File: src/sv/afce_pkg.sv
// ----------------------------------------------------------------------------
// afce_pkg
// Shared widths, register indexes and types for the ADC frame channel
// extract unit.
// ----------------------------------------------------------------------------
`default_nettype none

package afce_pkg;

    localparam int SAMPLE_BITS  = 24;
    localparam int WORD_W       = 32;
    localparam int SAMPLE_W     = 24;
    localparam int VOLTS_W      = 30;
    localparam int CHAN_W       = 8;
    localparam int FRAME_W      = 16;
    localparam int GAIN_W       = 22;
    localparam int WLEFT_W      = 14;
    localparam int GAIN_SHIFT   = 16;
    localparam int PROD_W       = SAMPLE_W + GAIN_W + 1;
    localparam int OUT_DATA_W   = 176;
    localparam int ADDR_W       = 4;
    localparam int APB_DATA_W   = 32;

    localparam logic [WORD_W-1:0]  MARKER_WORD    = 32'hFFFF_FFFF;
    localparam logic [CHAN_W-1:0]  CHAN_RESET     = 8'd234;
    localparam logic [FRAME_W-1:0] FRAME_RESET    = 16'd1500;
    localparam logic [GAIN_W-1:0]  GAIN_RESET     = 22'd1832520;

    localparam logic [1:0] REG_CHANNEL_ID      = 2'd0;
    localparam logic [1:0] REG_MAX_FRAME_BYTES = 2'd1;
    localparam logic [1:0] REG_VOLT_GAIN       = 2'd2;

    typedef enum logic [3:0] {
        PH_SEARCH  = 4'b0001,
        PH_HEADER  = 4'b0010,
        PH_SIZE    = 4'b0100,
        PH_PAYLOAD = 4'b1000
    } phase_t;

    typedef logic signed [SAMPLE_W-1:0] sample_t;
    typedef logic signed [VOLTS_W-1:0]  volts_t;

endpackage

`default_nettype wire

File: src/sv/adc_frame_channel_extract_unit.sv
// ----------------------------------------------------------------------------
// adc_frame_channel_extract_unit
// Frame parser for an ADC capture stream: picks one channel's samples,
// scales them to Q24 volts and tracks the two largest and two smallest values.
//
//   channel | group          | payload
//   --------+----------------+---------------------------------------------
//   in      | s_t*           | tdata: stream_word; tuser: new_file
//   out     | m_t*           | tdata: sample, volts, max1, max2, min1, min2
//   config  | APB            | channel_id, max_frame_bytes, volt_gain
//
// One word per cycle while the receiver keeps up; a matching word reaches
// m_tdata through parse, multiply and extreme update into the output register.
// Each stage holds while the next is full and stalled, bubbles are filled.
// Reset clears parser, extremes and valid flags; config registers get defaults.
// ----------------------------------------------------------------------------
`default_nettype none

module adc_frame_channel_extract_unit
(
    input  wire logic                               clk,
    input  wire logic                               rst_n,

    input  wire logic                               s_tvalid,
    output logic                                    s_tready,
    input  wire logic [afce_pkg::WORD_W-1:0]        s_tdata,  // [31:0] stream_word
    input  wire logic                               s_tuser,  // [0] new_file

    output logic                                    m_tvalid,
    input  wire logic                               m_tready,
    // [23:0] sample_value, [53:24] volts, [83:54] max_first,
    // [113:84] max_second, [143:114] min_first, [173:144] min_second, pad
    output logic [afce_pkg::OUT_DATA_W-1:0]         m_tdata,

    input  wire logic                               psel,
    input  wire logic                               penable,
    input  wire logic                               pwrite,
    input  wire logic [afce_pkg::ADDR_W-1:0]        paddr,
    input  wire logic [afce_pkg::APB_DATA_W-1:0]    pwdata,
    output logic [afce_pkg::APB_DATA_W-1:0]         prdata,
    output logic                                    pready
);

    // configuration
    logic [afce_pkg::CHAN_W-1:0]  chan_reg;
    logic [afce_pkg::FRAME_W-1:0] frame_reg;
    logic [afce_pkg::GAIN_W-1:0]  gain_reg;
    logic                         cfg_wr;

    assign pready = 1'b1;
    assign cfg_wr = psel & penable & pwrite;

    always_ff @(posedge clk or negedge rst_n)
    begin
        if (!rst_n)
        begin
            chan_reg  <= afce_pkg::CHAN_RESET;
            frame_reg <= afce_pkg::FRAME_RESET;
            gain_reg  <= afce_pkg::GAIN_RESET;
        end
        else if (cfg_wr)
        begin
            unique case (paddr[3:2])
                afce_pkg::REG_CHANNEL_ID:      chan_reg  <= pwdata[afce_pkg::CHAN_W-1:0];
                afce_pkg::REG_MAX_FRAME_BYTES: frame_reg <= pwdata[afce_pkg::FRAME_W-1:0];
                afce_pkg::REG_VOLT_GAIN:       gain_reg  <= pwdata[afce_pkg::GAIN_W-1:0];
                default: ;
            endcase
        end
    end

    always_comb
    begin
        unique case (paddr[3:2])
            afce_pkg::REG_CHANNEL_ID:
                prdata = afce_pkg::APB_DATA_W'(chan_reg);
            afce_pkg::REG_MAX_FRAME_BYTES:
                prdata = afce_pkg::APB_DATA_W'(frame_reg);
            afce_pkg::REG_VOLT_GAIN:
                prdata = afce_pkg::APB_DATA_W'(gain_reg);
            default:
                prdata = '0;
        endcase
    end

    // stage handshake
    logic p1_v_reg;
    logic p2_v_reg;
    logic out_v_reg;
    logic out_rdy;
    logic p2_rdy;
    logic p1_rdy;
    logic s_fire;

    assign out_rdy  = !out_v_reg | m_tready;
    assign p2_rdy   = !p2_v_reg | out_rdy;
    assign p1_rdy   = !p1_v_reg | p2_rdy;
    assign s_tready = p1_rdy;
    assign s_fire   = s_tvalid & s_tready;

    // frame parser
    afce_pkg::phase_t             phase_reg;
    afce_pkg::phase_t             phase_next;
    afce_pkg::phase_t             phase_cur;
    logic [afce_pkg::WLEFT_W-1:0] wleft_reg;
    logic [afce_pkg::WLEFT_W-1:0] wleft_next;
    logic [afce_pkg::WLEFT_W-1:0] wleft_cur;
    logic [afce_pkg::WLEFT_W-1:0] wleft_dec;
    logic                         hit;
    afce_pkg::sample_t            sample_in;

    assign phase_cur = s_tuser ? afce_pkg::PH_SEARCH : phase_reg;
    assign wleft_cur = s_tuser ? '0 : wleft_reg;
    assign wleft_dec = (wleft_cur != '0) ? wleft_cur - 1'b1 : wleft_cur;
    assign sample_in = afce_pkg::SAMPLE_W'(
        signed'(s_tdata[afce_pkg::SAMPLE_BITS-1:0]));

    always_comb
    begin
        phase_next = phase_cur;
        wleft_next = wleft_cur;
        hit        = 1'b0;
        unique case (phase_cur)
            afce_pkg::PH_SEARCH:
            begin
                if (s_tdata == afce_pkg::MARKER_WORD)
                    phase_next = afce_pkg::PH_HEADER;
            end
            afce_pkg::PH_HEADER:
            begin
                phase_next = s_tdata[afce_pkg::WORD_W-1] ? afce_pkg::PH_SEARCH
                                                          : afce_pkg::PH_SIZE;
            end
            afce_pkg::PH_SIZE:
            begin
                if ((s_tdata > afce_pkg::WORD_W'(frame_reg)) ||
                    (s_tdata[afce_pkg::WORD_W-1:2] == '0))
                begin
                    phase_next = afce_pkg::PH_SEARCH;
                end
                else
                begin
                    wleft_next = s_tdata[afce_pkg::WLEFT_W+1:2];
                    phase_next = afce_pkg::PH_PAYLOAD;
                end
            end
            afce_pkg::PH_PAYLOAD:
            begin
                wleft_next = wleft_dec;
                if (wleft_dec == '0)
                    phase_next = afce_pkg::PH_SEARCH;
                hit = (s_tdata[afce_pkg::WORD_W-1 -: afce_pkg::CHAN_W] == chan_reg);
            end
            default:
            begin
                phase_next = afce_pkg::PH_SEARCH;
            end
        endcase
    end

    always_ff @(posedge clk or negedge rst_n)
    begin
        if (!rst_n)
        begin
            phase_reg <= afce_pkg::PH_SEARCH;
            wleft_reg <= '0;
        end
        else if (s_fire)
        begin
            phase_reg <= phase_next;
            wleft_reg <= wleft_next;
        end
    end

    // stage 1: parsed item
    logic              p1_clr_reg;
    logic              p1_hit_reg;
    afce_pkg::sample_t p1_sample_reg;

    always_ff @(posedge clk or negedge rst_n)
    begin
        if (!rst_n)
        begin
            p1_v_reg   <= 1'b0;
            p1_clr_reg <= 1'b0;
            p1_hit_reg <= 1'b0;
        end
        else if (p1_rdy)
        begin
            p1_v_reg   <= s_fire & (hit | s_tuser);
            p1_clr_reg <= s_tuser;
            p1_hit_reg <= hit;
        end
    end

    always_ff @(posedge clk)
    begin
        if (p1_rdy)
            p1_sample_reg <= sample_in;
    end

    // stage 2: scale to volts
    logic signed [afce_pkg::PROD_W-1:0] prod;
    logic                               p2_clr_reg;
    logic                               p2_hit_reg;
    afce_pkg::sample_t                  p2_sample_reg;
    afce_pkg::volts_t                   p2_volts_reg;

    assign prod = afce_pkg::PROD_W'(p1_sample_reg) *
                  afce_pkg::PROD_W'(signed'({1'b0, gain_reg}));

    always_ff @(posedge clk or negedge rst_n)
    begin
        if (!rst_n)
        begin
            p2_v_reg   <= 1'b0;
            p2_clr_reg <= 1'b0;
            p2_hit_reg <= 1'b0;
        end
        else if (p2_rdy)
        begin
            p2_v_reg   <= p1_v_reg;
            p2_clr_reg <= p1_clr_reg;
            p2_hit_reg <= p1_hit_reg;
        end
    end

    always_ff @(posedge clk)
    begin
        if (p2_rdy)
        begin
            p2_sample_reg <= p1_sample_reg;
            p2_volts_reg  <= prod[afce_pkg::GAIN_SHIFT +: afce_pkg::VOLTS_W];
        end
    end

    // stage 3: extremes and output register
    afce_pkg::volts_t max1_reg;
    afce_pkg::volts_t max2_reg;
    afce_pkg::volts_t min1_reg;
    afce_pkg::volts_t min2_reg;
    afce_pkg::volts_t max1_cur;
    afce_pkg::volts_t max2_cur;
    afce_pkg::volts_t min1_cur;
    afce_pkg::volts_t min2_cur;
    afce_pkg::volts_t max1_next;
    afce_pkg::volts_t max2_next;
    afce_pkg::volts_t min1_next;
    afce_pkg::volts_t min2_next;
    logic             p2_take;

    assign p2_take  = p2_v_reg & out_rdy;
    assign max1_cur = p2_clr_reg ? '0 : max1_reg;
    assign max2_cur = p2_clr_reg ? '0 : max2_reg;
    assign min1_cur = p2_clr_reg ? '0 : min1_reg;
    assign min2_cur = p2_clr_reg ? '0 : min2_reg;

    always_comb
    begin
        max1_next = max1_cur;
        max2_next = max2_cur;
        min1_next = min1_cur;
        min2_next = min2_cur;
        if (p2_hit_reg)
        begin
            if (p2_volts_reg > max1_cur)
            begin
                max2_next = max1_cur;
                max1_next = p2_volts_reg;
            end
            else if ((p2_volts_reg < max1_cur) && (p2_volts_reg > max2_cur))
            begin
                max2_next = p2_volts_reg;
            end
            if (p2_volts_reg < min1_cur)
            begin
                min2_next = min1_cur;
                min1_next = p2_volts_reg;
            end
            else if ((p2_volts_reg > min1_cur) && (p2_volts_reg < min2_cur))
            begin
                min2_next = p2_volts_reg;
            end
        end
    end

    always_ff @(posedge clk or negedge rst_n)
    begin
        if (!rst_n)
        begin
            max1_reg <= '0;
            max2_reg <= '0;
            min1_reg <= '0;
            min2_reg <= '0;
        end
        else if (p2_take)
        begin
            max1_reg <= max1_next;
            max2_reg <= max2_next;
            min1_reg <= min1_next;
            min2_reg <= min2_next;
        end
    end

    afce_pkg::sample_t o_sample_reg;
    afce_pkg::volts_t  o_volts_reg;
    afce_pkg::volts_t  o_max1_reg;
    afce_pkg::volts_t  o_max2_reg;
    afce_pkg::volts_t  o_min1_reg;
    afce_pkg::volts_t  o_min2_reg;

    always_ff @(posedge clk or negedge rst_n)
    begin
        if (!rst_n)
            out_v_reg <= 1'b0;
        else if (out_rdy)
            out_v_reg <= p2_v_reg & p2_hit_reg;
    end

    always_ff @(posedge clk)
    begin
        if (out_rdy)
        begin
            o_sample_reg <= p2_sample_reg;
            o_volts_reg  <= p2_volts_reg;
            o_max1_reg   <= max1_next;
            o_max2_reg   <= max2_next;
            o_min1_reg   <= min1_next;
            o_min2_reg   <= min2_next;
        end
    end

    assign m_tvalid = out_v_reg;
    assign m_tdata  = {2'b00, o_min2_reg, o_min1_reg, o_max2_reg, o_max1_reg,
                       o_volts_reg, o_sample_reg};

`ifndef ASSERT_OFF
    a_payload_has_words: assert property (@(posedge clk) disable iff (!rst_n)
        (phase_reg == afce_pkg::PH_PAYLOAD) |-> (wleft_reg != '0))
        else $error("payload phase with no words left");

    a_last_word_ends_frame: assert property (@(posedge clk) disable iff (!rst_n)
        (s_fire && !s_tuser && (phase_reg == afce_pkg::PH_PAYLOAD) &&
         (wleft_reg == afce_pkg::WLEFT_W'(1)))
        |=> (phase_reg == afce_pkg::PH_SEARCH))
        else $error("frame did not end after last payload word");

    a_max_order: assert property (@(posedge clk) disable iff (!rst_n)
        m_tvalid |-> ((o_max1_reg >= o_max2_reg) && (o_max1_reg >= o_volts_reg)
                      && (o_max1_reg >= 0)))
        else $error("largest values out of order");

    a_min_order: assert property (@(posedge clk) disable iff (!rst_n)
        m_tvalid |-> ((o_min1_reg <= o_min2_reg) && (o_min1_reg <= o_volts_reg)
                      && (o_min1_reg <= 0)))
        else $error("smallest values out of order");
`endif

endmodule

`default_nettype wire

File: config.mk
export PLATFORM = sky130hd
export DESIGN_NAME = adc_frame_channel_extract_unit
export DESIGN_NICKNAME = d
export VERILOG_FILES = /design/src/sv/afce_pkg.sv /design/src/sv/adc_frame_channel_extract_unit.sv
export SDC_FILE = /design/constraint.sdc
export NUM_CORES = 2
export LEC_CHECK = 0
export ABC_AREA = 1
export BUFFER_PORTS_ARGS = -buffer_cell sky130_fd_sc_hd__buf_4
export CAP_MARGIN = 20
export CORE_MARGIN = 2
export CORE_UTILIZATION = 56
export CTS_BUF_LIST = sky130_fd_sc_hd__clkbuf_4 sky130_fd_sc_hd__clkbuf_8
export CTS_CLUSTER_DIAMETER = 100
export CTS_CLUSTER_SIZE = 12
export DETAILED_ROUTE_END_ITERATION = 16
export GPL_ROUTABILITY_DRIVEN = 0
export PLACE_DENSITY_LB_ADDON = 0.3
export SLEW_MARGIN = 10
export SYNTH_ARGS = -nofsm -noshare
export SYNTH_HDL_FRONTEND = slang
export SYNTH_SLANG_ARGS = --single-unit
File: constraint.sdc
create_clock -name clk -period 6.3 [get_ports clk]
set_input_delay 0.315 -clock clk [delete_from_list [all_inputs] [get_ports clk]]
set_output_delay 0.315 -clock clk [all_outputs]
set_load 0.005 [all_outputs]
==> results.sh <==
export IMPL_whs_endpoint="wleft_reg[12]"
export IMPL_reg2reg_to="p2_volts_reg[21]"
export IMPL_netlist_area_leader_share=0.251
export IMPL_dieArea_sq_um=80600
export IMPL_hold_path_depth=4
export IMPL_cap_violations=0
export IMPL_period_needed_ns=6.54
export IMPL_n_fill_cell=6003
export IMPL_finalCritPeriodShare=1.04
export IMPL_grt_overflow=0
export IMPL_worst_slew_pin_slew_ns=1.10
export IMPL_critPathMaxFanout=10
export IMPL_ys_seq_elements=443
export IMPL_pin_count=287
export IMPL_end_kind="flip-flop"
export IMPL_status="finished, violations left"
export IMPL_clk_pin_slew_ns=0.09
export IMPL_cp_startpoint="gain_reg[8]"
export IMPL_layout_commonest_cell="nand2_1"
export IMPL_stdcell_area_sq_um=51800
export IMPL_synth_top_area_cell="fa_1"
export IMPL_worstSetupStartpointType="flip-flop"
export IMPL_setup_tns_ns=-1.78
export IMPL_die_height_microns=284
export IMPL_htreeDepth=2
export IMPL_track_usage=0.296
export IMPL_synth_cell_type_count=56
export IMPL_fin_ws_ns=-0.236
export IMPL_grt_max_degree=90
export IMPL_rsz0062_at_grt="true"
export IMPL_slew_viol_final=0
export IMPL_critPathArrivalTime_ns=6.94
export IMPL_worstSkewPairLatency_ns=0.67
export IMPL_core_sq_um=77500
export IMPL_finClkSkew_ns=0.0382
export IMPL_cts_tree="done"
export IMPL_cts_buffers=44
export IMPL_cp_data_required_time_ns=6.70
export IMPL_final_antenna_net_count=0
export IMPL_routedWlPerCell_microns=18.1
export IMPL_drt_pass1_iter_count=8
export IMPL_worstHoldStart="s_tuser"
export IMPL_drtIter0Drc=3815
export IMPL_failed_checks="negative setup slack"
export IMPL_drive_above_1_share=0.184
export IMPL_path_class="flip-flop to flip-flop"
export IMPL_placedCellCount=6637
export IMPL_setup_viol=17
export IMPL_relSlewSlack=0.268
export IMPL_area_delta_synth_final_pct=18.2
export IMPL_reg2reg_depth=26
export IMPL_fmax_mhz=153
export IMPL_dp_hpwl_microns=91900
export IMPL_cts_sinks=443
export IMPL_rr_startpoint="gain_reg[8]"
export IMPL_netlist_instances=5296
export IMPL_num_rows=102
export IMPL_cp_slowest_cell="fa_1"
export IMPL_cpPeakStageDelay_ns=0.55
export IMPL_cts_path_max_buffers=3
export IMPL_hold_viol=0
export IMPL_cts_root_buf="clkbuf_8"
export IMPL_syn_area_sq_um=43900
export IMPL_syn_avg_cell_area_sq_um=8.29
export IMPL_nNetsFinal=6639
export IMPL_avgViaCountPerCell=5.44
export IMPL_die_w_microns=284
export IMPL_instances_no_fill=6826
export IMPL_ys_seq_area_frac=0.282
export IMPL_portBuffers=261
export IMPL_grt_pass1_wl_microns=191000
export IMPL_min_path_type="input pin to flip-flop"
export IMPL_routed_wl_microns=124000
export IMPL_fin_util=0.669
export IMPL_ys_warn_count=0
export IMPL_dominantRegCellSynth="edfxtp_1"
export IMPL_drc=0
export IMPL_ys_async_sr_fraction=0.431
export IMPL_start_util=0.566
export IMPL_postPlaceCellArea_sq_um=48600
export IMPL_grt_pass1_vias=36628
export IMPL_r2r_setup_slack_ns=-0.24
export IMPL_mostFrequentLayoutCells="1449 x nand2_1, 1194 x inv_1, 525 x buf_4"
export IMPL_synthTopCellsByArea="fa_1 25%, edfxtp_1 17%, nand2_1 13%"
export IMPL_synth_edf_count=252
export IMPL_antenna_found_initial=1
export IMPL_dr_total_vias=37151
==> metrics by stage <==
| step | worst slack [ns] | hold WS (ns) |
|---|---|---|
| 2_1_floorplan | -0.0412 | 0.0194 |
| 3_3_place_gp | -0.196 | 0.352 |
| 3_5_place_dp | -0.258 | 0.352 |
| 4_1_cts | -0.0275 | 0.0167 |
| 5_1_grt | -0.322 | 0.0743 |
| 6_report | -0.236 | 0.0604 |
==> critical path: cells and delay by family (launching register included) <==
family / cells / cell delay (ns)
adder cells (fa/ha/maj): 8 / 3.76
buffers and inverters: 9 / 0.83
AO/OA/AOI/OAI: 5 / 0.81
flip-flops: 1 / 0.49
AND/OR/NAND/NOR: 3 / 0.27
XOR/XNOR: 1 / 0.08
==> cells in the mapped netlist (6+ instances only) <==
master and n:
nand4_1 50, clkbuf_1 153, nand2_2 9, nand2_1 1491
o21ai_1 54, dfrtp_1 166, o211ai_1 17, fa_1 551
a21o_1 9, edfxtp_1 252, o21a_1 6, buf_6 9
buf_1 27, o31ai_1 6, o21ai_0 137, nor2_2 6
a31oi_1 23, ha_1 261, xor2_1 36, nor4_1 10
nand2_4 7, xnor2_1 19, dfstp_2 25, o22ai_1 33
a21oi_1 116, buf_4 19, buf_2 33, o21ai_2 30
nor3_1 14, nand3_1 221, nor2_1 200, inv_1 1256
==> worst max path at each step <==
stage	endpoint	cells after the start
floorplan	p2_volts_reg[28]	23
global placement	p2_volts_reg[25]	21
detailed placement	p2_volts_reg[25]	21
CTS	p2_volts_reg[4]	29
global route	p2_volts_reg[21]	26
finish	p2_volts_reg[21]	26
==> layer usage <==
metal,GRT usage,routed length (microns)
met1,0.385,47600
met5,0,0
met4,0.127,6390
met2,0.496,59400
met3,0.0445,10200
==> cells by family (layout without fill, tap and decap cells) <==
| logic type | after synthesis | count (layout) | share of synthesized area |
|---|---|---|---|
| and+or+nand+nor | 2032 | 2032 | 0.189 |
| buffers and inverters | 1505 | 1983 | 0.133 |
| adders and majority gates | 812 | 812 | 0.326 |
| AOI/OAI and AO/OA | 447 | 447 | 0.0585 |
| DFF | 443 | 443 | 0.282 |
| xor gates and xnor gates | 55 | 55 | 0.0110 |
| other | 2 | 14 | 0.000171 |
==> layout make-up <==
| cell class | instances | area [sq um] | share of cell area |
|---|---|---|---|
| clock buffers | 74 | 831 | 0.0160 |
| inverters | 1262 | 4750 | 0.0916 |
| flip-flops and latches | 443 | 12400 | 0.239 |
| diodes | 1 | 2.50 | 0.0000483 |
| clock inverters | 6 | 50.0 | 0.000965 |
| well taps | 1040 | 1300 | 0.0251 |
| repair buffers | 641 | 5540 | 0.107 |
| multi-input cells | 3359 | 27000 | 0.521 |
==> what timing repair did <==
item                                    4_1_cts  5_1_grt
buffers inserted                             22       35
endpoints found under the setup margin       29       30
resized for setup                            93      280
cloned                                        1        2
hold buffers                                 49        0
hold endpoints to repair                    137        0
pin swaps                                    42      116
Power is left out: the tool's default activity adds up to more than one toggle a clock period on the data nets, which glitch-free logic cannot reach.
